## config.mk

```make
export PLATFORM = sky130hd
export DESIGN_NAME = conv_encode_interleave_unit
export DESIGN_NICKNAME = d
export VERILOG_FILES = /design/src/design/cei_pkg.sv /design/src/design/conv_encode_interleave_unit.sv
export VERILOG_INCLUDE_DIRS = /design/src /design/src/design
export SDC_FILE = /design/constraint.sdc
export NUM_CORES = 1
export LEC_CHECK = 0
export BUFFER_PORTS_ARGS = -buffer_cell sky130_fd_sc_hd__buf_2
export CAP_MARGIN = 20
export CORE_MARGIN = 3
export CORE_UTILIZATION = 40
export CTS_BUF_LIST = sky130_fd_sc_hd__clkbuf_16
export DETAILED_ROUTE_END_ITERATION = 16
export GPL_ROUTABILITY_DRIVEN = 0
export GPL_TIMING_DRIVEN = 0
export SLEW_MARGIN = 25
export SYNTH_ARGS = -nofsm -noshare
export SYNTH_HDL_FRONTEND = slang
export SYNTH_SLANG_ARGS = --single-unit
export TNS_END_PERCENT = 20
```

## constraint.sdc

```tcl
create_clock -name clk -period 2.1 [get_ports clk]
set_clock_uncertainty 0.1 [all_clocks]
set_input_delay 0.42 -clock clk [delete_from_list [all_inputs] [get_ports clk]]
set_output_delay 0.42 -clock clk [all_outputs]
set_load 0.05 [all_outputs]
```

## src/design/conv_encode_interleave_unit_defines.svh

```systemverilog
// Assertion macros for the convolutional encoder and interleaver.
// Included by conv_encode_interleave_unit.sv; depends on nothing else.
`ifndef CONV_ENCODE_INTERLEAVE_UNIT_DEFINES_SVH
`define CONV_ENCODE_INTERLEAVE_UNIT_DEFINES_SVH

`ifndef SYNTHESIS
// Same-cycle implication, held off during reset.
`define CEI_ASSERT_NOW(label, clk, rst_n, cond, prop) \
    label: assert property (@(posedge clk) disable iff (!rst_n) (cond) |-> (prop)) \
        else $error("assertion failed");
// Next-cycle implication, held off during reset.
`define CEI_ASSERT_NEXT(label, clk, rst_n, cond, prop) \
    label: assert property (@(posedge clk) disable iff (!rst_n) (cond) |=> (prop)) \
        else $error("assertion failed");
`else
`define CEI_ASSERT_NOW(label, clk, rst_n, cond, prop)
`define CEI_ASSERT_NEXT(label, clk, rst_n, cond, prop)
`endif

`endif

```

## src/design/cei_pkg.sv

```systemverilog
// Package for the convolutional encoder and interleaver: symbol table,
// byte encoder and interleave permutation. No dependencies.
`timescale 1ns / 1ps

package cei_pkg;

    localparam int unsigned BYTE_W = 8;
    localparam int unsigned HIST_W = 3;
    localparam int unsigned SYM_W  = 2 * BYTE_W;
    localparam int unsigned WORD_W = 2 * SYM_W;

    // Rate 1/2, K=4 output pairs, indexed by {history, bit}
    localparam logic [1:0] SYMBOL_TABLE [16] = '{
        2'd0, 2'd3, 2'd1, 2'd2, 2'd3, 2'd0, 2'd2, 2'd1,
        2'd3, 2'd0, 2'd2, 2'd1, 2'd0, 2'd3, 2'd1, 2'd2
    };

    typedef struct packed {
        logic [SYM_W-1:0]  symbols;
        logic [HIST_W-1:0] history;
    } enc_result_t;

    // Encodes one byte MSB first; first symbol lands in the top bits.
    function automatic enc_result_t encode_byte(input logic [HIST_W-1:0] hist_in,
                                                input logic [BYTE_W-1:0] b);
        enc_result_t       r;
        logic [HIST_W-1:0] h;
        logic [SYM_W-1:0]  s;
        logic              bit_v;
        h = hist_in;
        s = '0;
        for (int i = 0; i < BYTE_W; i++)
        begin
            bit_v = b[BYTE_W-1-i];
            s     = {s[SYM_W-3:0], SYMBOL_TABLE[{h, bit_v}]};
            h     = {h[HIST_W-2:0], bit_v};
        end
        r.symbols = s;
        r.history = h;
        return r;
    endfunction

    // Symbol permutation over a 32-bit pair word; pure wiring.
    function automatic logic [WORD_W-1:0] interleave_word(input logic [WORD_W-1:0] enc);
        logic [WORD_W-1:0] r;
        int                sh;
        r = '0;
        for (int k = 0; k < 16; k++)
        begin
            sh = ((k & 3) << 3) + ((k & 12) >> 1);
            r[WORD_W-1-2*k -: 2] = enc[sh +: 2];
        end
        return r;
    endfunction

endpackage

```

## src/design/conv_encode_interleave_unit.sv

```systemverilog
// Rate 1/2 K=4 convolutional encoder with two-byte symbol interleaver (top level).
// Depends on cei_pkg and conv_encode_interleave_unit_defines.svh.
//
//  channel | signals                                   | direction
//  --------+-------------------------------------------+----------
//  input   | in_valid, in_stall, data_byte,            | byte in
//          | whiten_byte, last                         |
//  output  | out_valid, out_stall, coded_word,         | word out
//          | last_word                                 |
//
// One byte per cycle sustained unless out_stall holds the output: a transfer lands in
// the input register and is encoded combinationally (8-step trellis, fixed permutation).
// A first byte's symbols are held; the closing byte's word goes to the output register.
// Reset (rst_n low, asynchronous) empties both registers, clears the history
// and expects the first byte of a pair.
// in_stall is high only while a byte waits behind a word held by out_stall.
`timescale 1ns / 1ps
`include "conv_encode_interleave_unit_defines.svh"

module conv_encode_interleave_unit (
    input  logic        clk,
    input  logic        rst_n,
    // input channel
    input  logic        in_valid,
    output logic        in_stall,
    input  logic [7:0]  data_byte,
    input  logic [7:0]  whiten_byte,
    input  logic        last,
    // output channel
    output logic        out_valid,
    input  logic        out_stall,
    output logic [31:0] coded_word,
    output logic        last_word
);

    // Input register
    logic                            s1_valid_reg, s1_valid_next;
    logic [cei_pkg::BYTE_W-1:0]      s1_byte_reg;
    logic                            s1_last_reg;

    // Encoder state
    logic [cei_pkg::HIST_W-1:0]      history_reg, history_next;
    logic [cei_pkg::SYM_W-1:0]       held_reg, held_next;
    logic                            second_reg, second_next;

    // Output register
    logic                            out_valid_reg, out_valid_next;
    logic [cei_pkg::WORD_W-1:0]      word_reg;
    logic                            last_word_reg;

    logic                            in_fire;
    logic                            s1_fire;
    logic                            produce;
    logic [cei_pkg::WORD_W-1:0]      word_next;
    cei_pkg::enc_result_t            enc_a;
    cei_pkg::enc_result_t            enc_b;

    // The stage moves whenever the output register is empty or being emptied.
    assign s1_fire  = s1_valid_reg && (!out_valid_reg || !out_stall);
    assign in_stall = s1_valid_reg && !s1_fire;
    assign in_fire  = in_valid && !in_stall;

    // Main byte, then a zero byte from its end history for a lone last byte.
    assign enc_a = cei_pkg::encode_byte(history_reg, s1_byte_reg);
    assign enc_b = cei_pkg::encode_byte(enc_a.history, '0);

    always_comb
    begin
        history_next = history_reg;
        held_next    = held_reg;
        second_next  = second_reg;
        produce      = 1'b0;
        word_next    = '0;
        if (s1_fire)
        begin
            if (!second_reg && !s1_last_reg)
            begin
                // first byte: hold its symbols
                held_next    = enc_a.symbols;
                second_next  = 1'b1;
                history_next = enc_a.history;
            end
            else
            begin
                produce = 1'b1;
                if (second_reg)
                begin
                    word_next = cei_pkg::interleave_word({held_reg, enc_a.symbols});
                end
                else
                begin
                    // last on first byte: pad the pair with an encoded zero byte
                    word_next = cei_pkg::interleave_word({enc_a.symbols, enc_b.symbols});
                end
                held_next    = '0;
                second_next  = 1'b0;
                history_next = s1_last_reg ? '0 : enc_a.history;
            end
        end
    end

    always_comb
    begin
        if (in_fire)
        begin
            s1_valid_next = 1'b1;
        end
        else if (s1_fire)
        begin
            s1_valid_next = 1'b0;
        end
        else
        begin
            s1_valid_next = s1_valid_reg;
        end

        if (produce)
        begin
            out_valid_next = 1'b1;
        end
        else if (!out_stall)
        begin
            out_valid_next = 1'b0;
        end
        else
        begin
            out_valid_next = out_valid_reg;
        end
    end

    // Control state
    always_ff @(posedge clk or negedge rst_n)
    begin
        if (!rst_n)
        begin
            s1_valid_reg  <= 1'b0;
            out_valid_reg <= 1'b0;
            history_reg   <= '0;
            held_reg      <= '0;
            second_reg    <= 1'b0;
        end
        else
        begin
            s1_valid_reg  <= s1_valid_next;
            out_valid_reg <= out_valid_next;
            history_reg   <= history_next;
            held_reg      <= held_next;
            second_reg    <= second_next;
        end
    end

    // Payload registers
    always_ff @(posedge clk)
    begin
        if (in_fire)
        begin
            s1_byte_reg <= data_byte ^ whiten_byte;
            s1_last_reg <= last;
        end
        if (produce)
        begin
            word_reg      <= word_next;
            last_word_reg <= s1_last_reg;
        end
    end

    assign out_valid  = out_valid_reg;
    assign coded_word = word_reg;
    assign last_word  = last_word_reg;

    // A second byte or a last byte always yields a word next cycle.
    `CEI_ASSERT_NEXT(a_pair_completes, clk, rst_n, s1_fire && (second_reg || s1_last_reg), out_valid_reg)
    // After a last byte the trellis restarts and a new pair begins.
    `CEI_ASSERT_NEXT(a_last_clears, clk, rst_n, s1_fire && s1_last_reg, (history_reg == '0) && !second_reg)
    // Input only back-pressures when the output side is blocked.
    `CEI_ASSERT_NOW(a_stall_cause, clk, rst_n, in_stall, s1_valid_reg && out_valid_reg && out_stall)

endmodule
```

## Word-level counts from Yosys, hierarchy flattened

Memories as Yosys holds them, arrays and structs flattened.
Cells that the tools add are included.
Widths: inputs -> output; s select.

- Input bits: 21
- Output and inout port bits: 35
- Memories: 11
- Register bits after elaboration: 64
- Logic and storage cells: 94
- ROM bits: 352

- Muxes and demuxes: 33
- Bitwise logic cells: 14
- Order comparisons: 11
- Reduce and logical (&&, ||, !) cells: 14
- Equality and inequality tests: 1

Memory list:

| memory | words | bits a word | read ports | clocked after memory_dff | wr ports | RTL line | source |
|---|---|---|---|---|---|---|---|
| (name not given) | 16 | 2 | 1 | 0 | 0 | cei_pkg.sv:35 | `s = {s[SYM_W-3:0], SYMBOL_TABLE[{h, bit_v}]};` |
| (name not given) | 16 | 2 | 1 | 0 | 0 | cei_pkg.sv:35 |  |
| (name not given) | 16 | 2 | 1 | 0 | 0 | cei_pkg.sv:35 |  |
| (name not given) | 16 | 2 | 1 | 0 | 0 | cei_pkg.sv:35 |  |
| (name not given) | 16 | 2 | 1 | 0 | 0 | cei_pkg.sv:35 |  |
| (name not given) | 16 | 2 | 1 | 0 | 0 | cei_pkg.sv:35 |  |
| +5 memories | -- | -- | -- | -- | -- | -- |  |

Operators with widths:

| operator | number |
|---|---|
| $ge 5x5->1 const B | 11 |
| $not 4->5 | 11 |
| $mux 2 | 22 |
| $mux 28 | 1 |
| $mux 16 | 1 |
| $xor 8x8->8 | 1 |
| $mux 1 | 7 |
| $logic_not 1->1 | 6 |
| $mux 3 | 2 |
| $logic_and 1x1->1 | 4 |
| $reduce_or 3->1 | 1 |
| $ne 2x1->1 const B | 1 |
| $not 1->1 | 2 |
| $reduce_bool 2->1 | 1 |
| $reduce_or 2->1 | 1 |
| $logic_or 1x1->1 | 1 |

## Logic depth before layout (Yosys ltp)

Gate-level depths: netlist (run 1).

- Word-level depth: 8
- Depth in mapped cells: 6
- Depth with buffers taken out: 5

## Worst setup path before layout (run 1)

OpenSTA, ideal clock, no wires.

- Path type: register to register
- From: register out_valid_reg, in the netlist out_valid
- To: register word_reg, in the netlist coded_word[0], enable pin
- Data required time: 1.612 ns
- Path slack: -0.265 ns
- Buffers on the path: 1
- Arrival time: 1.878 ns
- Stages on the path, launching flop included: 5
- Clock period less this slack: 2.365 ns
- Library setup time: 0.388 ns
- Cell sequence: dfrtp_1 > a21boi_2 > o21ai_2 > clkbuf_1 > inv_1

- Word-level cells in the longest chain between the ends: 4

Ends and longest elaborated chain:

| element | RTL line | source |
|---|---|---|
| start, declared | conv_encode_interleave_unit.sv:47 | `logic out_valid_reg, out_valid_next;` |
| start signal, assigned | conv_encode_interleave_unit.sv:145 | `out_valid_reg <= out_valid_next;` |
| $logic_not 1->1 | conv_encode_interleave_unit.sv:59 | `assign s1_fire = s1_valid_reg && (!out_valid_reg \|\| !out_stall);` |
| $logic_or 1x1->1 | conv_encode_interleave_unit.sv:59 |  |
| $logic_and 1x1->1 | conv_encode_interleave_unit.sv:59 |  |
| $mux 1 | conv_encode_interleave_unit.sv:74 | `if (s1_fire)` |
| end signal, assigned | conv_encode_interleave_unit.sv:162 | `word_reg <= word_next;` |
| end, declared | conv_encode_interleave_unit.sv:48 | `logic [cei_pkg::WORD_W-1:0] word_reg;` |

No other way between the ends.
A chain may end at the register's enable or synchronous reset.

## Final worst setup path (run 1)

- From: register s1_last_reg
- To: register word_reg, in the netlist coded_word[30], enable pin

- Word-level cells in the longest chain between the ends: 4

Ends and longest elaborated chain:

| element | RTL line | source |
|---|---|---|
| start, declared | conv_encode_interleave_unit.sv:39 | `logic s1_last_reg;` |
| start signal, assigned | conv_encode_interleave_unit.sv:158 | `s1_last_reg <= last;` |
| $logic_not 1->1 | conv_encode_interleave_unit.sv:76 | `if (!second_reg && !s1_last_reg)` |
| $logic_and 1x1->1 | conv_encode_interleave_unit.sv:76 |  |
| $mux 1 | conv_encode_interleave_unit.sv:76 |  |
| $mux 1 | conv_encode_interleave_unit.sv:74 |  |

No other way between the ends.

==> flow_summary.yaml, run 1 <==
synthesis:
  synth_xor_area_share_pct: 10.63
  synthArstFlopShare_pct: 34.38
  synth_area_per_cell_sq_um: 12.31
  synth-simple-area-share_pct: 11.85
  synth_cells: 266
  yosysMostFrequentCell: "edfxtp_1"
  syn-num-nets: 301
  synth.cell_area_sq_um: 3273
  synth_cell_types: 42
  synth_top_family_by_area: "simple AND/OR/NAND/NOR gates"
  synthAdderAreaFrac_pct: 5.352
  synth_area_leaders: "edfxtp_1, dfrtp_1, ha_1, xnor3_1, xor2_1"
  ys_ff_latch: 64
  synth_edf_count: 42
  synth.top_cell.area_share_pct: 38.53
  ys.flop_type: "edfxtp_1"
  ys_seq_area_share_pct: 55.35
  synth_largest_area_cell: "edfxtp_1"
  yosys-top-cells-count: "edfxtp_1, nand2_1, nor2_1"
  synth-compound-area-share_pct: 9.786
  muxShareOfSynthArea_pct: 2.638
  yosys_warnings: 0
route:
  drtPass1Iterations: 4
  drc: 0
  wl_um: 6880
  wl_per_cell_um: 15.57
  ant_nets: 0
  drt_iter0_drc: 92
  vias: 2145
  drt-vias-per-instance: 4.853
setup_path:
  cp_max_fo: 16
  cp.required_ns: 1.96
  worst_setup_path_end_kind: "register"
  crit_type: "reg2reg"
  r2r_cells: 3
  cp.arrival_ns: 1.85
  crit_path_start_kind: "register"
clock_tree:
  clockRootBuffer: "clkbuf_16"
  cts_made_buffers: 9
  clk_pin_slew_worst_paths_ns: 0.05
  cts_tree: "done"
  clockBufferDepth: 2
  htreeDepth: 3
  cts.sinks: 64
  clk-insertion-delay-late_ns: 0.32
timing:
  hold_violations: 0
  rsz0062_at_grt: "false"
  post-route-period-util_pct: 94.45
  slew_headroom_pct: 60.06
  fmax_mhz: 504.2
  fin_crit_ns: 1.983
  worst_slew_pin_slew_ns: 0.5992
  drv_slew: 0
  setup_viol: 0
worst_hold_path:
  holdPathStages: 1
  min-delay-path-class: "in2reg"
final_layout:
  largest_register_ffs: 32
  final_cells: 442
  drive_above_1_share_pct: 32.35
  insertedDiodeCount: 0
  final_cell_area_sq_um: 4083
  postLayoutCoreUtil_pct: 52.02
  fin_nets: 370
  area_growth_pct: 24.73
global_routing:
  grt_max_degree: 23
  grt_use_total_pct: 16.20
  antenna_found_initial: 0
  grt_pass1_wl_um: 10900
  grt_pass1_vias: 2142
  gr-total-overflow: 0
floorplan:
  fp-row-count: 32
  pin_count: 56
  core_area_sq_um: 7848
  die-area_sq_um: 9305
  die_width_um: 96.46
  start_util_pct: 41.71
  die_y_um: 96.46
power:
  vdd_drop_max_uv: 563.2
  powerDensity_nw_per_um2: 1270
  p_leak_nw: 1.815
placement:
  hpwl_um: 4714
  dp_cells: 423
  placed_cell_area_sq_um: 3682
  portBuffers: 55
run_status:
  status: "completed"
job:
  max_cap_viol_count: 0
==> cell usage in the layout, fill, tap and decap left out, types with 4 or more instances in the layout <==
| master | Yosys | final |
|---|---|---|
| a211oi_1 | 5 | 4 |
| a21oi_1 | 4 | 4 |
| buf_2 | 7 | 61 |
| clkbuf_1 | 5 | 4 |
| clkbuf_16 | 0 | 9 |
| clkinvlp_4 | 0 | 4 |
| dfrtp_1 | 22 | 21 |
| edfxtp_1 | 42 | 42 |
| ha_1 | 14 | 14 |
| inv_1 | 13 | 13 |
| nand2_1 | 32 | 32 |
| nor2_1 | 24 | 24 |
| nor2b_1 | 6 | 6 |
| nor3_1 | 5 | 5 |
| o21ai_0 | 9 | 9 |
| o21ai_2 | 10 | 9 |
| xnor3_1 | 6 | 5 |
| xor2_1 | 14 | 14 |
==> final timing paths <==
| check | start | endpoint | slack [ns] |
|---|---|---|---|
| hold reg to reg | held_reg[6] | held_reg[6] | 0.37 |
| max in group asynchronous | rst_n | out_valid | 1.00 |
| hold / removal | last | s1_last_reg | 0.17 |
| setup reg to reg | s1_last_reg | coded_word[30] | 0.12 |
| min in group asynchronous | rst_n | out_valid | 0.51 |
| setup / recovery | s1_last_reg | coded_word[30] | 0.12 |
==> critical path: stages (launching register included) <==
cell and delay [ns]:
edfxtp_1 0.51, o21ai_4 0.37, clkbuf_8 0.28, clkinvlp_4 0.35
==> report_power, final <==
| group | internal, mW | total (mW) | switching (mW) |
|---|---|---|---|
| Combinational | 0.566 | 1.74 | 1.18 |
| Clock | 1.15 | 1.69 | 0.536 |
| Sequential | 1.65 | 1.76 | 0.104 |
==> area by class of cell <==
class	instances	area, sq um
fill	730	3765
sequential	64	1813
multi-input combinational	173	1331
timing repair buffer	57	305.3
clock buffer	9	225.2
tap	102	127.6
clock inverter	7	112.6
buffer	16	107.6
inverter	13	52.55
timing repair inverter	1	7.507
==> repair_timing <==
| action | 4_1_cts | 5_1_grt |
|---|---|---|
| hold endpoints to repair | 22 | 0 |
| cloned | 1 | 0 |
| setup endpoints to repair | 33 | 2 |
| gates resized for setup | 4 | 4 |
| setup buffers | 1 | 0 |
| pin swaps | 0 | 0 |
| hold buffers | 1 | 0 |
==> through the flow <==
stage	setup TNS, ns	hold WS (ns)	setup slack, ns	total power, mW
2_1_floorplan	0	0.02441	0.05360	3.079
3_3_place_gp	-15.16	0.3371	-0.4627	3.452
3_5_place_dp	-18.87	0.3356	-0.5753	3.484
4_1_cts	0	0.1612	0.03250	5.211
5_1_grt	0	0.1674	0.02000	5.437
6_report	0	0.1699	0.1166	5.187
==> logic make-up (layout without fill, tap and decap cells) <==
logic type / after synthesis / count (layout)
AOI/OAI and AO/OA: 42 / 42
xor gates and xnor gates: 26 / 26
adders and majority gates: 14 / 14
buffers and inverters: 29 / 103
DFF: 64 / 64
muxes: 7 / 7
and+or+nand+nor: 84 / 84
==> metal layers <==
| metal | up-vias | wire length (um) | part of all wire, % | track usage (%) |
|---|---|---|---|---|
| met2 | 67 | 3267 | 47 | 25.80 |
| met3 | 9 | 353 | 5.1 | 2.711 |
| met5 | - | 0 | 0 | 0 |
| li1 | 1074 | - | - | - |
| met4 | 0 | 98 | 1.4 | 7.243 |
| met1 | 995 | 3161 | 46 | 21.77 |
No activity file was read; power rests on OpenSTA's default activity.
==> run 2: changes to the inputs <==
--- a/config.mk
+++ b/config.mk
@@ -6,8 +6,9 @@
 export SDC_FILE = /design/constraint.sdc
 export NUM_CORES = 1
 export LEC_CHECK = 0
+export ABC_AREA = 1
 export BUFFER_PORTS_ARGS = -buffer_cell sky130_fd_sc_hd__buf_2
-export CAP_MARGIN = 20
+export CAP_MARGIN = 15
 export CORE_MARGIN = 3
 export CORE_UTILIZATION = 40
 export CTS_BUF_LIST = sky130_fd_sc_hd__clkbuf_16
==> run 2 against run 1 <==
  * Sequential power up 6%
  * First-iteration DRC count up 61%
  * Flip-flop and latch count unchanged
  * Critical path depth up 2
  * Die area down 2.5%
  * Core utilization down 0.11 points
  * Critical endpoint is now coded_word[1]
==> flow_summary.yaml, run 2 <==
run_status:
  status: "completed"
synthesis:
  yosys_warnings: 0
  ys.flop_type: "edfxtp_1"
  synth_cell_types: 24
  syn-num-nets: 381
  synth_cells: 346
  synth_area_leaders: "edfxtp_1, dfrtp_1, nand2_1, ha_1, nand3_1"
  ys_ff_latch: 64
  synth_area_per_cell_sq_um: 9.207
  synth.top_cell.area_share_pct: 39.59
  yosysMostFrequentCell: "nand2_1"
  synthArstFlopShare_pct: 34.38
  synth.cell_area_sq_um: 3186
  ys_seq_area_share_pct: 56.87
  synth_largest_area_cell: "edfxtp_1"
  synth_edf_count: 42
  yosys-top-cells-count: "nand2_1, edfxtp_1, inv_1"
clock_tree:
  clk-insertion-delay-late_ns: 0.33
  clockRootBuffer: "clkbuf_16"
  htreeDepth: 3
  cts.sinks: 64
  clk_pin_slew_worst_paths_ns: 0.05
  clockBufferDepth: 2
  cts_made_buffers: 9
  cts_tree: "done"
floorplan:
  pin_count: 56
  core_area_sq_um: 7486
  die_y_um: 95.24
  die_width_um: 95.24
  start_util_pct: 42.55
  die-area_sq_um: 9071
  fp-row-count: 31
job:
  max_cap_viol_count: 0
timing:
  rsz0062_at_grt: "false"
  setup_viol: 0
  hold_violations: 0
  post-route-period-util_pct: 87.90
  fin_crit_ns: 1.846
  drv_slew: 0
  fmax_mhz: 541.7
  tns_ns: 0
  worst_slew_pin_slew_ns: 0.5494
  slew_headroom_pct: 63.37
final_layout:
  final_common_cell: "nand2_1"
  insertedDiodeCount: 0
  area_growth_pct: 22.00
  fin_nets: 448
  most-common-layout-cells: "nand2_1, buf_2, edfxtp_1"
  largest_register_ffs: 32
  final_cell_area_sq_um: 3886
  drive_above_1_share_pct: 22.25
power:
  p_leak_nw: 1.943
  powerDensity_nw_per_um2: 1318
  vdd_drop_max_uv: 558.5
route:
  drtPass1Iterations: 5
  drc: 0
  drt-vias-per-instance: 4.859
  ant_nets: 0
  vias: 2512
  wl_um: 6793
  drt_iter0_drc: 148
  wl_per_cell_um: 13.14
global_routing:
  antenna_found_initial: 0
  grt_max_degree: 43
  grt_use_total_pct: 16.84
  grt_pass1_vias: 2349
  grt_pass1_wl_um: 11380
  gr-total-overflow: 0
setup_path:
  cp.arrival_ns: 1.81
  cp_top_family: "flip-flops"
  crit_path_start_kind: "register"
  cp.required_ns: 2.07
  cp_max_fo: 8
  crit_path_top_delay_cell: "edfxtp_1"
  crit_chain: "inv_2, ha_1, or2_2, o21ai_1, a21oi_1"
  worst_setup_path_end_kind: "register"
  cp_slowest_stage_delay_ns: 0.45
  worst-path-buf-inv: 1
  crit_type: "reg2reg"
worst_hold_path:
  min-delay-path-class: "in2reg"
placement:
  placed_cell_area_sq_um: 3587
  hpwl_um: 4864
  portBuffers: 55
==> run 2: layer usage <==
layer | share of wire (%) | vias up | global-route usage, %
li1 | - | 1274 | -
met1 | 44 | 1130 | 22.00
met2 | 46 | 94 | 25.01
met3 | 7.4 | 14 | 4.657
met4 | 2.5 | 0 | 9.736
met5 | 0 | - | 0
==> run 2: cell families after synthesis <==
| family | after synthesis | synth area share (%) |
|---|---|---|
| AND/OR/NAND/NOR | 168 | 21.96 |
| buffers and inverters | 44 | 5.813 |
| AO/OA/AOI/OAI | 47 | 7.384 |
| XOR/XNOR | 9 | 2.475 |
| adder cells (fa/ha/maj) | 14 | 5.499 |
| flip-flops | 64 | 56.87 |
==> run 2: stage by stage <==
stage / worst slack, ns / hold WS, ns / util [%] / std cells / power, mW
3_3_place_gp: 0.2184 / 0.3384 / 47.92 / 500 / 3.675
4_1_cts: 0.1652 / 0.1582 / 51.91 / 517 / 5.157
6_report: 0.2541 / 0.1652 / 51.91 / 517 / 5.122
2_1_floorplan: 0.1495 / 0.02441 / - / 346 / 3.262
5_1_grt: 0.02132 / 0.1659 / 51.91 / 517 / 5.457
3_5_place_dp: 0.1789 / 0.3478 / 47.92 / 500 / 3.718
==> run 2: timing repair <==
item / CTS / global route
buffers inserted: 0 / 0
endpoints found under the setup margin: 0 / 1
hold endpoints to repair: 12 / 0
hold buffers: 1 / 0
gates resized for setup: 0 / 1
==> run 2: worst paths after layout <==
kind / startpoint / to / slack, ns / cells past startpoint
min reg2reg: held_reg[2] / held_reg[2] / 0.38 / 2
min: last / s1_last_reg / 0.17 / 1
min in group asynchronous: rst_n / s1_valid_reg / 0.50 / 2
max: s1_byte_reg[7] / coded_word[1] / 0.25 / 5
max reg2reg: s1_byte_reg[7] / coded_word[1] / 0.25 / 5
max in group asynchronous: rst_n / held_reg[15] / 1.02 / 2
==> run 2: where the power goes <==
group | total (mW) | switching [mW] | internal [mW]
Combinational | 1.82 | 1.36 | 0.460
Sequential | 1.87 | 0.147 | 1.73
Clock | 1.43 | 0.522 | 0.906
Total | 5.12 | 2.03 | 3.09
==> run 2: cell type report <==
cell class | count | area [sq um]
clock buffers | 9 | 225.2
multi-input cells | 238 | 1191
flip-flops and latches | 64 | 1812
clock inverters | 7 | 63.81
well taps | 99 | 123.9
fillers | 696 | 3600
plain buffers | 8 | 47.55
repair buffers | 56 | 285.3
inverters | 36 | 137.6
==> run 2: worst reg2reg max path: cells and delay by family (launching register included) <==
family | cells | cell delay, ns
buffers and inverters | 1 | 0.12
adder cells (fa/ha/maj) | 1 | 0.20
AND/OR/NAND/NOR | 1 | 0.28
AO/OA/AOI/OAI | 2 | 0.43
flip-flops | 1 | 0.45
